**src/rtl/prqt_pkg.sv**
```systemverilog
// shared constants and types of the prime run quadratic tester
package prqt_pkg;

  // prime bitset geometry
  localparam int TABLE_WORDS = 1048576;
  localparam int TABLE_AW    = $clog2(TABLE_WORDS);

  // evaluated points per polynomial
  localparam int MAX_POINTS = 101;
  localparam int PT_AW      = $clog2(MAX_POINTS);

  // width of run and distinct counters, fixed by the result fields
  localparam int CNT_W = 7;

  // field widths
  localparam int INDEX_W = 20;
  localparam int WORD_W  = 32;
  localparam int COEF_W  = 16;
  localparam int VAL_W   = 32;

  // input item kinds
  localparam logic KIND_LOAD = 1'b0;
  localparam logic KIND_TEST = 1'b1;

  // configuration register indexes
  localparam logic [1:0] REG_MIN_RUN         = 2'd0;
  localparam logic [1:0] REG_REPORT_RUN      = 2'd1;
  localparam logic [1:0] REG_REPORT_DISTINCT = 2'd2;

  // configuration reset values
  localparam logic [CNT_W-1:0] MIN_RUN_RST         = 7'd40;
  localparam logic [CNT_W-1:0] REPORT_RUN_RST      = 7'd60;
  localparam logic [CNT_W-1:0] REPORT_DISTINCT_RST = 7'd40;

  // configuration seen by the sequencer
  typedef struct packed {
    logic [CNT_W-1:0] min_run;
    logic [CNT_W-1:0] report_run;
    logic [CNT_W-1:0] report_distinct;
  } prqt_cfg_t;

  // one result item
  typedef struct packed {
    logic             hit;
    logic [CNT_W-1:0] run_length;
    logic [CNT_W-1:0] distinct_count;
  } prqt_result_t;

endpackage

```
**src/rtl/prqt_core.sv**
```systemverilog
// sequencer that evaluates a quadratic point by point and searches for repeats
module prqt_core (
  input  logic                               clk_i,
  input  logic                               rst_ni,
  input  logic                               start_i,
  input  logic signed [prqt_pkg::COEF_W-1:0] coef_const_i,
  input  logic signed [prqt_pkg::COEF_W-1:0] coef_lin_i,
  input  logic signed [prqt_pkg::COEF_W-1:0] coef_quad_i,
  input  prqt_pkg::prqt_cfg_t                cfg_i,
  output logic                               idle_o,
  // prime bitset read
  output logic                               tbl_re_o,
  output logic [prqt_pkg::TABLE_AW-1:0]      tbl_raddr_o,
  input  logic [prqt_pkg::WORD_W-1:0]        tbl_rdata_i,
  // point store
  output logic                               pts_we_o,
  output logic [prqt_pkg::PT_AW-1:0]         pts_waddr_o,
  output logic [prqt_pkg::VAL_W-1:0]         pts_wdata_o,
  output logic [prqt_pkg::PT_AW-1:0]         pts_raddr_o,
  input  logic [prqt_pkg::VAL_W-1:0]         pts_rdata_i,
  // result
  output logic                               res_valid_o,
  input  logic                               res_ready_i,
  output prqt_pkg::prqt_result_t             res_o
);

  localparam int CW = prqt_pkg::CNT_W;
  localparam int VW = prqt_pkg::VAL_W;

  typedef enum logic [7:0] {
    ST_IDLE   = 8'b0000_0001,
    ST_EVAL   = 8'b0000_0010,
    ST_CHECK  = 8'b0000_0100,
    ST_DECIDE = 8'b0000_1000,
    ST_XLOAD  = 8'b0001_0000,
    ST_XLATCH = 8'b0010_0000,
    ST_SCAN   = 8'b0100_0000,
    ST_FINISH = 8'b1000_0000
  } prqt_state_e;

  prqt_state_e state_q, state_d;

  logic signed [VW-1:0] p_q, p_d;
  logic signed [VW-1:0] delta_q, delta_d;
  logic signed [VW-1:0] q2_q, q2_d;
  logic [VW-1:0]        a_q, a_d;
  logic [4:0]           bit_q, bit_d;
  logic [CW-1:0]        x_q, x_d;
  logic [CW-1:0]        run_q, run_d;
  logic [CW-1:0]        dist_q, dist_d;
  logic [CW-1:0]        y_q, y_d;
  logic                 cmp_v_q, cmp_v_d;
  logic [VW-1:0]        vx_q, vx_d;

  logic [VW-1:0] abs_val;
  logic          beyond;
  logic          match;
  logic          hit;

  // magnitude of the current point and table range check
  assign abs_val = p_q[VW-1] ? VW'(-p_q) : VW'(p_q);
  assign beyond  = {5'b0, abs_val[VW-1:5]} >= VW'(prqt_pkg::TABLE_WORDS);

  // the shared compare against the held point value
  assign match = cmp_v_q && (pts_rdata_i == vx_q);

  // reporting rule
  assign hit = ((run_q >= cfg_i.report_run) || (dist_q >= cfg_i.report_distinct)) &&
               (dist_q > CW'(1));

  // sequencer
  always_comb begin
    state_d     = state_q;
    p_d         = p_q;
    delta_d     = delta_q;
    q2_d        = q2_q;
    a_d         = a_q;
    bit_d       = bit_q;
    x_d         = x_q;
    run_d       = run_q;
    dist_d      = dist_q;
    y_d         = y_q;
    cmp_v_d     = cmp_v_q;
    vx_d        = vx_q;
    tbl_re_o    = 1'b0;
    tbl_raddr_o = abs_val[5 +: prqt_pkg::TABLE_AW];
    pts_we_o    = 1'b0;
    pts_waddr_o = x_q[prqt_pkg::PT_AW-1:0];
    pts_wdata_o = a_q;
    pts_raddr_o = x_q[prqt_pkg::PT_AW-1:0];
    res_valid_o = 1'b0;

    unique case (state_q)
      ST_IDLE: begin
        if (start_i) begin
          p_d     = VW'(coef_const_i);
          delta_d = VW'(coef_lin_i) + VW'(coef_quad_i);
          q2_d    = VW'(coef_quad_i) <<< 1;
          x_d     = '0;
          run_d   = '0;
          dist_d  = '0;
          state_d = ST_EVAL;
        end
      end
      // look up the current magnitude in the bitset
      ST_EVAL: begin
        a_d   = abs_val;
        bit_d = abs_val[4:0];
        if (beyond) begin
          state_d = ST_DECIDE;
        end else begin
          tbl_re_o = 1'b1;
          state_d  = ST_CHECK;
        end
      end
      // prime: store the value and step the polynomial by its differences
      ST_CHECK: begin
        if (tbl_rdata_i[bit_q]) begin
          pts_we_o = 1'b1;
          run_d    = x_q + CW'(1);
          p_d      = p_q + delta_q;
          delta_d  = delta_q + q2_q;
          if (x_q == CW'(prqt_pkg::MAX_POINTS - 1)) begin
            state_d = ST_DECIDE;
          end else begin
            x_d     = x_q + CW'(1);
            state_d = ST_EVAL;
          end
        end else begin
          state_d = ST_DECIDE;
        end
      end
      // start the repeat search only for long enough runs
      ST_DECIDE: begin
        if (run_q >= cfg_i.min_run) begin
          dist_d = run_q;
          x_d    = CW'(1);
          if (run_q <= CW'(1)) begin
            state_d = ST_FINISH;
          end else begin
            state_d = ST_XLOAD;
          end
        end else begin
          dist_d  = '0;
          state_d = ST_FINISH;
        end
      end
      ST_XLOAD: begin
        state_d = ST_XLATCH;
      end
      ST_XLATCH: begin
        vx_d    = pts_rdata_i;
        y_d     = '0;
        cmp_v_d = 1'b0;
        state_d = ST_SCAN;
      end
      // read earlier values one per cycle, compare the one read last cycle
      ST_SCAN: begin
        pts_raddr_o = y_q[prqt_pkg::PT_AW-1:0];
        if (match) begin
          dist_d  = x_q;
          state_d = ST_FINISH;
        end else if (y_q == x_q) begin
          if (x_q + CW'(1) == run_q) begin
            state_d = ST_FINISH;
          end else begin
            x_d     = x_q + CW'(1);
            state_d = ST_XLOAD;
          end
        end else begin
          y_d     = y_q + CW'(1);
          cmp_v_d = 1'b1;
        end
      end
      ST_FINISH: begin
        res_valid_o = 1'b1;
        if (res_ready_i) begin
          state_d = ST_IDLE;
        end
      end
      default: begin
        state_d = ST_IDLE;
      end
    endcase
  end

  // control state
  always_ff @(posedge clk_i or negedge rst_ni) begin
    if (!rst_ni) begin
      state_q <= ST_IDLE;
      cmp_v_q <= 1'b0;
    end else begin
      state_q <= state_d;
      cmp_v_q <= cmp_v_d;
    end
  end

  // datapath registers
  always_ff @(posedge clk_i) begin
    p_q     <= p_d;
    delta_q <= delta_d;
    q2_q    <= q2_d;
    a_q     <= a_d;
    bit_q   <= bit_d;
    x_q     <= x_d;
    run_q   <= run_d;
    dist_q  <= dist_d;
    y_q     <= y_d;
    vx_q    <= vx_d;
  end

  assign idle_o             = (state_q == ST_IDLE);
  assign res_o.hit          = hit;
  assign res_o.run_length   = run_q;
  assign res_o.distinct_count = dist_q;

endmodule

```
**config.mk**
```make
export PLATFORM = sky130hd
export DESIGN_NAME = prqt_core
export DESIGN_NICKNAME = d
export VERILOG_FILES = /design/src/rtl/prqt_pkg.sv /design/src/rtl/prqt_core.sv
export SDC_FILE = /design/constraint.sdc
export NUM_CORES = 1
export LEC_CHECK = 0
export BUFFER_PORTS_ARGS = -buffer_cell sky130_fd_sc_hd__buf_2
export CAP_MARGIN = 20
export CORE_MARGIN = 1.5
export CORE_UTILIZATION = 45
export CTS_CLUSTER_SIZE = 30
export DETAILED_ROUTE_END_ITERATION = 10
export GPL_TIMING_DRIVEN = 0
export MAX_ROUTING_LAYER = met4
export PLACE_DENSITY_LB_ADDON = 0.12
export SETUP_SLACK_MARGIN = 0.2
export SLEW_MARGIN = 20
export SYNTH_ARGS = -nofsm -noshare
export SYNTH_HDL_FRONTEND = slang
export SYNTH_SLANG_ARGS = --single-unit
```
**constraint.sdc**
```tcl
create_clock -name clk_i -period 9.85 [get_ports clk_i]
set_input_delay 1.4775 -clock clk_i [delete_from_list [all_inputs] [get_ports clk_i]]
set_output_delay 1.4775 -clock clk_i [all_outputs]
set_load 0.02 [all_outputs]
```
---- Word-level counts from Yosys, hierarchy flattened ----
Cells that the tools add are included.
W data, S select, Z words.
word-level totals
  register bits after elaboration ......... 186
  latch bits .............................. 0
  RAM bits ................................ 0
  memory bits (read-only) ................. 0
  logic and storage cells ................. 106
  memories kept ........................... 0
cells by class
  $add $sub $neg .......................... 6
  $mul .................................... 0
  div/mod/pow operators ................... 0
  order comparisons ....................... 7
  equality and inequality tests ........... 23
  shift-type cells ........................ 0
  mux-type cells .......................... 45
  bitwise operators ....................... 0
  reduce and logical (&&, ||, !) cells .... 13
operators with widths
  cell                    number
  $mux W32                5
  $pmux W32 S2            2
  $mux W7                 13
  $mux W8                 8
  $pmux W8 S8             1
  $add A32 B17 Y32        1
  $add A32 B32 Y32        1
  $eq A32 B32 Y1          1
  $neg A32 Y32            1
  $pmux W7 S2             2
  $pmux W7 S4             1
  $ge A27 B21 Y1 const B  1
  $ge A7 B7 Y1            3
  $pmux W7 S3             1
  $ne A2 B2 Y1 const B    10
  $add A16 B16 Y17        1
  $add A7 B1 Y7 const B   2
  $eq A7 B7 Y1            2
  $reduce_and A3 Y1       4
  $eq A8 B1 Y1 const B    1
  $eq A8 B2 Y1 const B    1
  $eq A8 B3 Y1 const B    1
  $eq A8 B4 Y1 const B    1
  $eq A8 B5 Y1 const B    1
  19 further kinds        29

---- Longest topological paths before layout ----
Gate-level depths: netlist of run 1.
  depth after elaboration ................. 6
  depth in mapped cells ................... 12

---- Worst setup path after synthesis of run 1 ----
No wires, ideal clock.
  path kind ............................... input to register
  from .................................... input tbl_rdata_i[21] (netlist bit)
  to ...................................... register delta_q[10] (enable)
  arrival ................................. 6935 ps
  slack ................................... 2321 ps
  stages .................................. 4
  buffers on the path ..................... 0
  cell sequence ........................... mux4_2 > mux4_2 > mux2i_1 > o21ai_0
between the ends
  cells in the longest elaborated chain, start to end .. 4
RTL lines
  what                                line              text
  start: declaration                  prqt_core.sv:14   input logic [prqt_pkg::WORD_W-1:0] tbl_rdata_i,
  $bmux W1 S5                         prqt_core.sv:118  if (tbl_rdata_i[bit_q]) begin
  $mux W1 (implied by the code)       prqt_core.sv:118
  $ne A2 B2 Y1 (no source line)       --
  $reduce_and A3 Y1 (no source line)  --
  end signal: assignment              prqt_core.sv:201  delta_q <= delta_d;
  end: declaration                    prqt_core.sv:44   logic signed [VW-1:0] delta_q, delta_d;
No other way between the ends. The select of a mux whose other input is x is not followed.
A chain may end at the register's enable or synchronous reset.

---- Worst setup path in the final report of run 1 ----
  from .................................... register state_q[0]
  to ...................................... output pts_we_o
between the ends
  cells in the longest elaborated chain, start to end .. 2
RTL lines
  what                      line              text
  start: declaration        prqt_core.sv:41   prqt_state_e state_q, state_d;
  start signal: assignment  prqt_core.sv:193  state_q <= state_d;
  $eq A8 B3 Y1              prqt_core.sv:93   unique case (state_q)
  $mux W1                   prqt_core.sv:93
  end: declaration          prqt_core.sv:16   output logic pts_we_o,
No other way between the ends.

==> impl_summary.md, run 1 <==
Global route
The initial antenna violation count is 1. The first global-routing pass estimated 53500 um of wire. For this run the aggregate overflow at the end of global routing stands at 0.

The overall global routing resource usage is 24.3%. The pin count of the biggest net entering global routing is 33. The number of global-route vias before repair is 10.2k.

Final layout
The final cell utilization of the core is 54.5%. The multi-input gate area in the final layout is 0.00695 mm^2. The area growth from synthesis to layout is 18.3%. The storage element area is 0.00539 mm^2. The final layout contains 1768 nets. In the layout the commonest cells are 229 x buf_2, 172 x edfxtp_1, 107 x nand2_1.

Of the cells placed in the final design, the portion with a size suffix greater than 1 is 21.2%. The commonest non-fill, non-tap cell in the layout is buf_2. The number of inserted filler cells in the final layout is 2612. The final cell area excluding filler cells is 0.0152 mm^2.

Pwr
For this design the static power due to leakage is 6.26 nW. Across the VDD grid, the largest voltage drop is 0.000122 V. The design draws 3.72 mW.

Dividing total power by cell area gives a power density of 245 mW/mm^2.

Die
222 I/O pins were placed. The overall die width is 172 um. The die is 172 um tall. In this run the core area contains 61 standard-cell rows.

The die covers 0.0296 mm^2. The area of the placeable core is 0.0279 mm^2. The starting density of the core is 46.1%.

Yosys
The total of flip-flops plus latches after synthesis is 181. By area the synthesized netlist is led by edfxtp_1 40%, ha_1 9.9%, xnor2_1 6.4%, o21ai_0 3.5%, a21oi_1 3.3%. edfxtp_1 takes more of the synthesized area than any other cell.

The yosys synthesis warning count is 0. The fraction of the yosys area taken by sequential cells is 41.9%. The cell count after synthesis is 1278. Counting flops with a built-in enable in the synthesized netlist gives 172. Of all flip-flops after synthesis, the portion carrying an async set or reset was 4.97%. The post-synthesis instance area is 0.0129 mm^2. In the synthesized netlist the dominant register cell turns out to be edfxtp_1. When the netlist entered floorplanning its net count stood at 1520. The average instance in the mapped netlist occupies 10.1 um^2. The portion of synthesized cell area occupied by the leading cell type is 40.1%.

The synthesized netlist contains 77 unique library cells.

Clock network
The number of gates resized after CTS was 0. Clock latency on the worst-skew pair, taken at its later pin, is 0.45 ns. The clock sink total is 181.

The clock tree from TritonCTS is yes. Counting the buffers created by CTS gives 17. The number of buffers inserted to repair setup after CTS is 0. The cts-stage hold buffer count is 0. CTS built an H-tree with a depth of 4. The clock input transition at the sequential cells of the worst setup and hold paths is 0.08 ns. The buffer depth of the longest clock path is 2. The cell at the root of the clock tree is clkbuf_16.

Setup path
The maximum fanout along the worst path is 10. The worst setup path is launched from a register. The data required time at the worst endpoint is 8.37 ns. The class of the most critical setup path is reg -> out. The type of element capturing the critical path is a primary output. The most frequent cell on the critical path is buf_2. On the worst path, the slowest cell contributes a delay of 0.61 ns.

The highest-delay cell along the critical path is clkbuf_1. The arrival time of data at the critical path endpoint is 3.66 ns. Walking the worst path, the cells encountered are nor2_1 > nand2_1 > or3_1 > or3b_1 > clkbuf_1 > buf_2 > clkbuf_1 > buf_2 > nor2_1 > buf_2.

Routing
The number of design rule violations left after detail routing is 0. For this run, the detailed router's first-pass iteration total came to 7. In this run the remaining antenna-violating nets after routing total 0. The final routed wirelength across all metal layers is 34400 um. The total vias in the final route is 10.5k. The first routing iteration left 713 violations. In the final routed layout, each cell accounts on average for 17.9 um.

After detailed routing, the number of vias per cell comes to 5.49.

Timing
Setup repair after global routing left no endpoint under its margin. The worst setup slack after layout is 4.71 ns. The number of max-slew violations in the final report is 0.

The final critical path takes up 52.1% of the cycle. The final count of hold timing violations came to 0. For the final database, setup skew stands at 0.0203 ns. For the finished layout, the period the worst path requires is 5.14 ns.

For the pin with the worst max-slew slack, the measured transition is 1.05 ns. Derived from the worst setup path, the maximum achievable clock frequency is 195 MHz. The relative slew slack is 29.9%.

The final count of negative-setup-slack endpoints is 0.

Status
The flow ran to the end, and the final reports show no timing, DRC or antenna violations.

Hold path
The worst hold path belongs to the class reg -> reg.

Placement
Detailed placement finished with a half-perimeter wire length of 27400 um. The post-placement cell area is 0.0146 mm^2. The post-place setup slack is 4.98 ns. In this run the tool buffered the top-level ports with 221 buffer cells. The final RePlAce weighted congestion is 0.921.

Run
Across the run, the number of max-cap violations was 0.
[worst paths after layout]
path | to | start | slack [ns] | cells past startpoint
setup / recovery | pts_we_o | state_q[0] | 4.71 | 10
hold / removal | cmp_v_q | cmp_v_q | 0.53 | 2
setup reg to reg | delta_q[17] | state_q[0] | 6.02 | 12
hold reg to reg | cmp_v_q | cmp_v_q | 0.53 | 2
max in group asynchronous | state_q[0] | rst_ni | 8.73 | 1
min in group asynchronous | state_q[7] | rst_ni | 0.88 | 1
[per-stage QoR]
step,hold WS (ns),instances,setup TNS (ns)
2_1_floorplan,0.490,1278,0
3_3_place_gp,0.509,1877,-94.56
3_5_place_dp,0.515,1884,0
4_1_cts,0.534,1916,0
5_1_grt,0.553,1918,0
6_report,0.534,1918,0
[where the power goes]
group / internal, mW / switching [mW] / total (mW)
Sequential: 1.06 / 0.152 / 1.21
Combinational: 0.740 / 1.06 / 1.80
Clock: 0.349 / 0.364 / 0.713
[routing by layer]
layer	global-route usage, %	share of wire (%)
met1	30.3	45
met2	40.9	47
met3	3.43	4.8
met4	7.75	2.6
met5	-	0
[cell families (layout without fill, tap and decap cells)]
logic type | count (synthesis) | in the layout | synth area share [%]
AND/OR/NAND/NOR | 385 | 385 | 15.3
other | 0 | 1 | 0
AO/OA/AOI/OAI | 333 | 333 | 16.6
multiplexers | 15 | 15 | 2.15
adder cells (fa/ha/maj) | 105 | 105 | 10.4
flip-flops | 181 | 181 | 41.9
buffers and inverters | 120 | 381 | 4.19
XOR/XNOR | 139 | 139 | 9.46
[sequential cells by signal, indices dropped and copies added (netlist names), 8 cells and up]
name,flops
state_q,8
delta_q,32
p_q,32
pts_wdata_o,32
q2_q,16
vx_q,32
[cell type report]
| cell class | instances | area share [%] |
|---|---|---|
| multi-input cells | 977 | 45.7 |
| well taps | 378 | 3.11 |
| inverters | 61 | 1.50 |
| plain buffers | 59 | 2.04 |
| diodes | 1 | 0.0164 |
| clock inverters | 15 | 1.27 |
| clock buffers | 17 | 2.80 |
| flip-flops and latches | 181 | 35.4 |
| repair buffers | 229 | 8.17 |
[synth_stat cells, types with 6 or more instances]
| master | count |
|---|---|
| inv_1 | 61 |
| xnor2_1 | 94 |
| o21bai_1 | 7 |
| a211oi_1 | 8 |
| nor2_1 | 80 |
| dfrtp_1 | 8 |
| and2_1 | 10 |
| mux4_2 | 10 |
| o21ai_0 | 91 |
| o41ai_1 | 6 |
| a31oi_1 | 10 |
| xor2_1 | 45 |
| o31ai_1 | 10 |
| ha_1 | 102 |
| o21a_1 | 15 |
| buf_2 | 8 |
| nand2_1 | 107 |
| nand3b_1 | 8 |
| or2_2 | 8 |
| o2111ai_1 | 7 |
| nand2b_1 | 13 |
| nor4_1 | 15 |
| nand4_1 | 18 |
| a21o_1 | 39 |
| o31a_1 | 7 |
| nor2b_1 | 12 |
| nand3_1 | 29 |
| and3_1 | 8 |
| a21oi_1 | 85 |
| nor3b_1 | 13 |
| nor3_1 | 26 |
| edfxtp_1 | 172 |
| a22o_1 | 6 |
| clkbuf_1 | 29 |
| or3_1 | 14 |
| buf_4 | 21 |
[worst max-delay path: cells and delay by family (launching register included)]
kind,cells,cell delay [ns]
DFF,1,0.55
and+or+nand+nor,5,0.58
buffers and inverters,5,2.09
Note: power is estimated with default switching activity, not from simulation.
==> inputs of run 2 (changes only) <==
==> constraint.sdc (replaced) <==
create_clock -name clk_i -period 4.1 [get_ports clk_i]
set_input_delay 0.615 -clock clk_i [delete_from_list [all_inputs] [get_ports clk_i]]
set_output_delay 0.615 -clock clk_i [all_outputs]
set_load 0.02 [all_outputs]
==> impl_summary.md, run 2 (same netlist as run 1, synthesis figures left out) <==
Routing
The wire length per cell after detailed routing is 18.0 um (+0.13%). The number of design rule violations left after detail routing is 0 (unchanged). The final antenna-violating net count is 0 (unchanged). The number of iterations in the first detailed-routing pass is 5 (-2).

The iteration-0 DRC count of the detailed router is 675 (-5.3%). The final routed wirelength across all metal layers is 34500 um (+0.13%). The total vias in the final route was 10.6k (+0.28%). The number of vias per cell after detailed routing is 5.50 (+0.28%).

Clock network
The number of H-tree branching levels was 4 (unchanged). The number of CTS-inserted buffers is 17 (unchanged). The buffer depth of the longest clock path came to 2 (unchanged).

The cts-stage hold buffer count is 0 (unchanged). TritonCTS built the clock tree. The insertion delay of the later-clocked pin in the worst-skew pair came to 0.45 ns (about the same). The clock sink total is 181 (unchanged). The cell at the root of the clock tree is clkbuf_16.

The clock input transition at the sequential cells of the worst setup and hold paths came to 0.08 ns (about the same).

Setup path
The number of stages on the worst setup path is 10 (unchanged). The slowest stage of the critical path belongs to the cell dfrtp_1. The critical path goes through nor2_1 > nand2_1 > or3_1 > or3b_1 > clkbuf_2 > clkbuf_4 > buf_2 > clkbuf_4 > nor2_1 > buf_2. The worst reg-to-reg path cell count is 8 (-4). The arrival time of data at the critical path endpoint is 3.27 ns (-0.39 ns).

The buffering stage count on the worst path with inverters included was 5 (unchanged). The type of element capturing the critical path is a primary output. The worst setup path is of the reg -> out kind.

The data required time at the worst endpoint came to 3.48 ns (-4.89 ns). The largest incremental delay on the critical path is 0.42 ns (-0.19 ns). The family with the most delay on the worst path is buffers and inverters. STA classifies the critical path startpoint as a register.

The maximum fanout along the worst path is 10 (unchanged).

Final layout
The count of nets after finishing is 1769 (+0.057%). The number of inserted filler cells in the final layout is 2593 (-0.73%). The fraction of final layout cells with drive strength greater than 1 is 21.6% (+0.38 points). The final cell utilization of the core is 54.7% (+0.26 points).

The area overhead of the layout relative to synthesis is 18.9%. The final cell area excluding filler cells is 0.0153 mm^2 (+0.48%). The filler-free cell count of the finished design was 1918 (unchanged). The library cells used most frequently in the layout, excluding fill and tap cells, are 228 x buf_2, 172 x edfxtp_1, 107 x nand2_1.

The commonest non-fill, non-tap cell in the layout is buf_2. The storage element area is 0.00539 mm^2 (unchanged). The multi-input gate area in the final layout is 0.00700 mm^2 (+0.63%). The antenna diode instance count came to 0 (-1).

Timing
The number of max-slew violations in the final report came to 0 (unchanged). The final count of hold timing violations is 0 (unchanged). The relative slew slack is 25.4% (-4.5 points). Setup repair after global routing could not meet its margin everywhere. The worst-case clock skew came to 0.0229 ns (+0.00265 ns).

The final count of negative-setup-slack endpoints was 0 (unchanged). Based on the critical path, the design can be clocked at up to 258 MHz. The worst path needs 3.88 ns of the cycle, external delays included. The measured slew at the worst slew-check pin is 1.11 ns (+0.0672 ns). Dividing the final minimum period by the clock period gives 94.7%.

Die
The starting density of the core is 46.1% (unchanged). The placement row count came to 61 (unchanged). The area of the placeable core is 0.0279 mm^2 (unchanged). The overall die width is 172 um (unchanged). The die outline area is 0.0296 mm^2 (unchanged). The chip height is 172 um (unchanged).

The count of boundary I/O pins is 222 (unchanged).

Placement
The post-placement cell area is 0.0146 mm^2 (about the same). The sum of net half-perimeters after detailed placement is 27400 um (about the same). The final RePlAce weighted congestion came to 0.931 (+1.1%).

The count of placed standard cells including taps is 1882 (-0.11%). The count of buffers inserted at the top-level ports came to 221 (unchanged).

Global route
The total overflow reported by the global router is 0 (unchanged). The initial antenna violation count is 1 (unchanged). The wire length of the first global-routing pass is 52800 um (-1.4%). The number of global-route vias before repair came to 9991 (-2.2%).

The pin count of the biggest net entering global routing is 33 (unchanged). The overall global routing resource usage is 24.0% (-0.30 points).

Pwr
The switching component of the power is 3.82 mW (+140%). The areal power density over the cells is 588 mW/mm^2 (+140%). The switching part of the total was 42.5% (+0.22 points). The portion of total power attributed to the clock network is 19.5% (+0.3 points).

The leakage component of the power is 6.28 nW (+0.44%). The combinational fraction of design power is 48.1% (-0.2 points). The total internal power is 5.17 mW (+140%). The peak ir drop on the vdd network came to 0.000321 V (+160%).

The fraction of power consumed by sequential logic came to 32.4% (about the same).

Status
The flow ran to the end, and the final reports show no timing, DRC or antenna violations.

Run
The max-cap violation count is 0 (unchanged).

Hold path
The tightest min-delay check is of the in -> async type.
[run 2: worst paths after layout]
kind / from / to / slack (ns)
max: state_q[3] / pts_we_o / 0.22
min: rst_ni / state_q[4] / 0.03
max reg2reg: state_q[3] / pts_waddr_o[1] / 0.33
min reg2reg: cmp_v_q / cmp_v_q / 0.53
max in group asynchronous: rst_ni / state_q[0] / 3.82
min in group clk_i: coef_quad_i[4] / q2_q[5] / 0.36
[run 2: timing repair]
action                     4_1_cts  5_1_grt
buffers inserted                 2        1
setup endpoints to repair       49       57
pin swaps                        3        1
gates resized for setup          2        9
[run 2: power groups by stage]
stage | Combinational [mW] | Clock (mW) | Sequential, mW
floorplan | 2.99 | 0 | 2.99
global placement | 4.16 | 0 | 2.95
detailed placement | 4.29 | 0 | 2.95
CTS | 4.32 | 1.79 | 2.91
global route | 4.78 | 1.85 | 2.96
finish | 4.33 | 1.76 | 2.91
[run 2: per-stage QoR]
stage	power (mW)	hold WS, ns	worst slack, ns	TNS (ns)
2_1_floorplan	5.99	0.319	0.484	0
3_3_place_gp	7.11	0.475	-1.01	-70.13
3_5_place_dp	7.23	0.483	0.0175	0
4_1_cts	9.01	0.0179	0.0249	0
5_1_grt	9.59	0.0285	0.0520	0
6_report	9.00	0.0279	0.219	0
[run 2: final cells by class]
type,count,area share (%)
flip-flops and latches,181,35.3
well taps,378,3.09
multi-input cells,977,45.7
clock inverters,15,1.40
repair buffers,230,8.15
inverters,61,1.50
plain buffers,59,2.08
clock buffers,17,2.78
[run 2: worst reg2reg max path: cells and delay by family, from the launching register on]
family          cells  cell delay [ns]
buf+inv             3             1.28
simple gates        4             1.56
flops               1             0.42
compound gates      1             0.27
[run 2: per-layer routing]
layer / part of all wire (%) / vias up / GRT usage, %
li1: - / 5250 / -
met1: 45 / 5000 / 30.0
met2: 49 / 269 / 41.1
met3: 4.5 / 39 / 2.84
met4: 1.9 / 0 / 6.77
met5: 0 / - / -
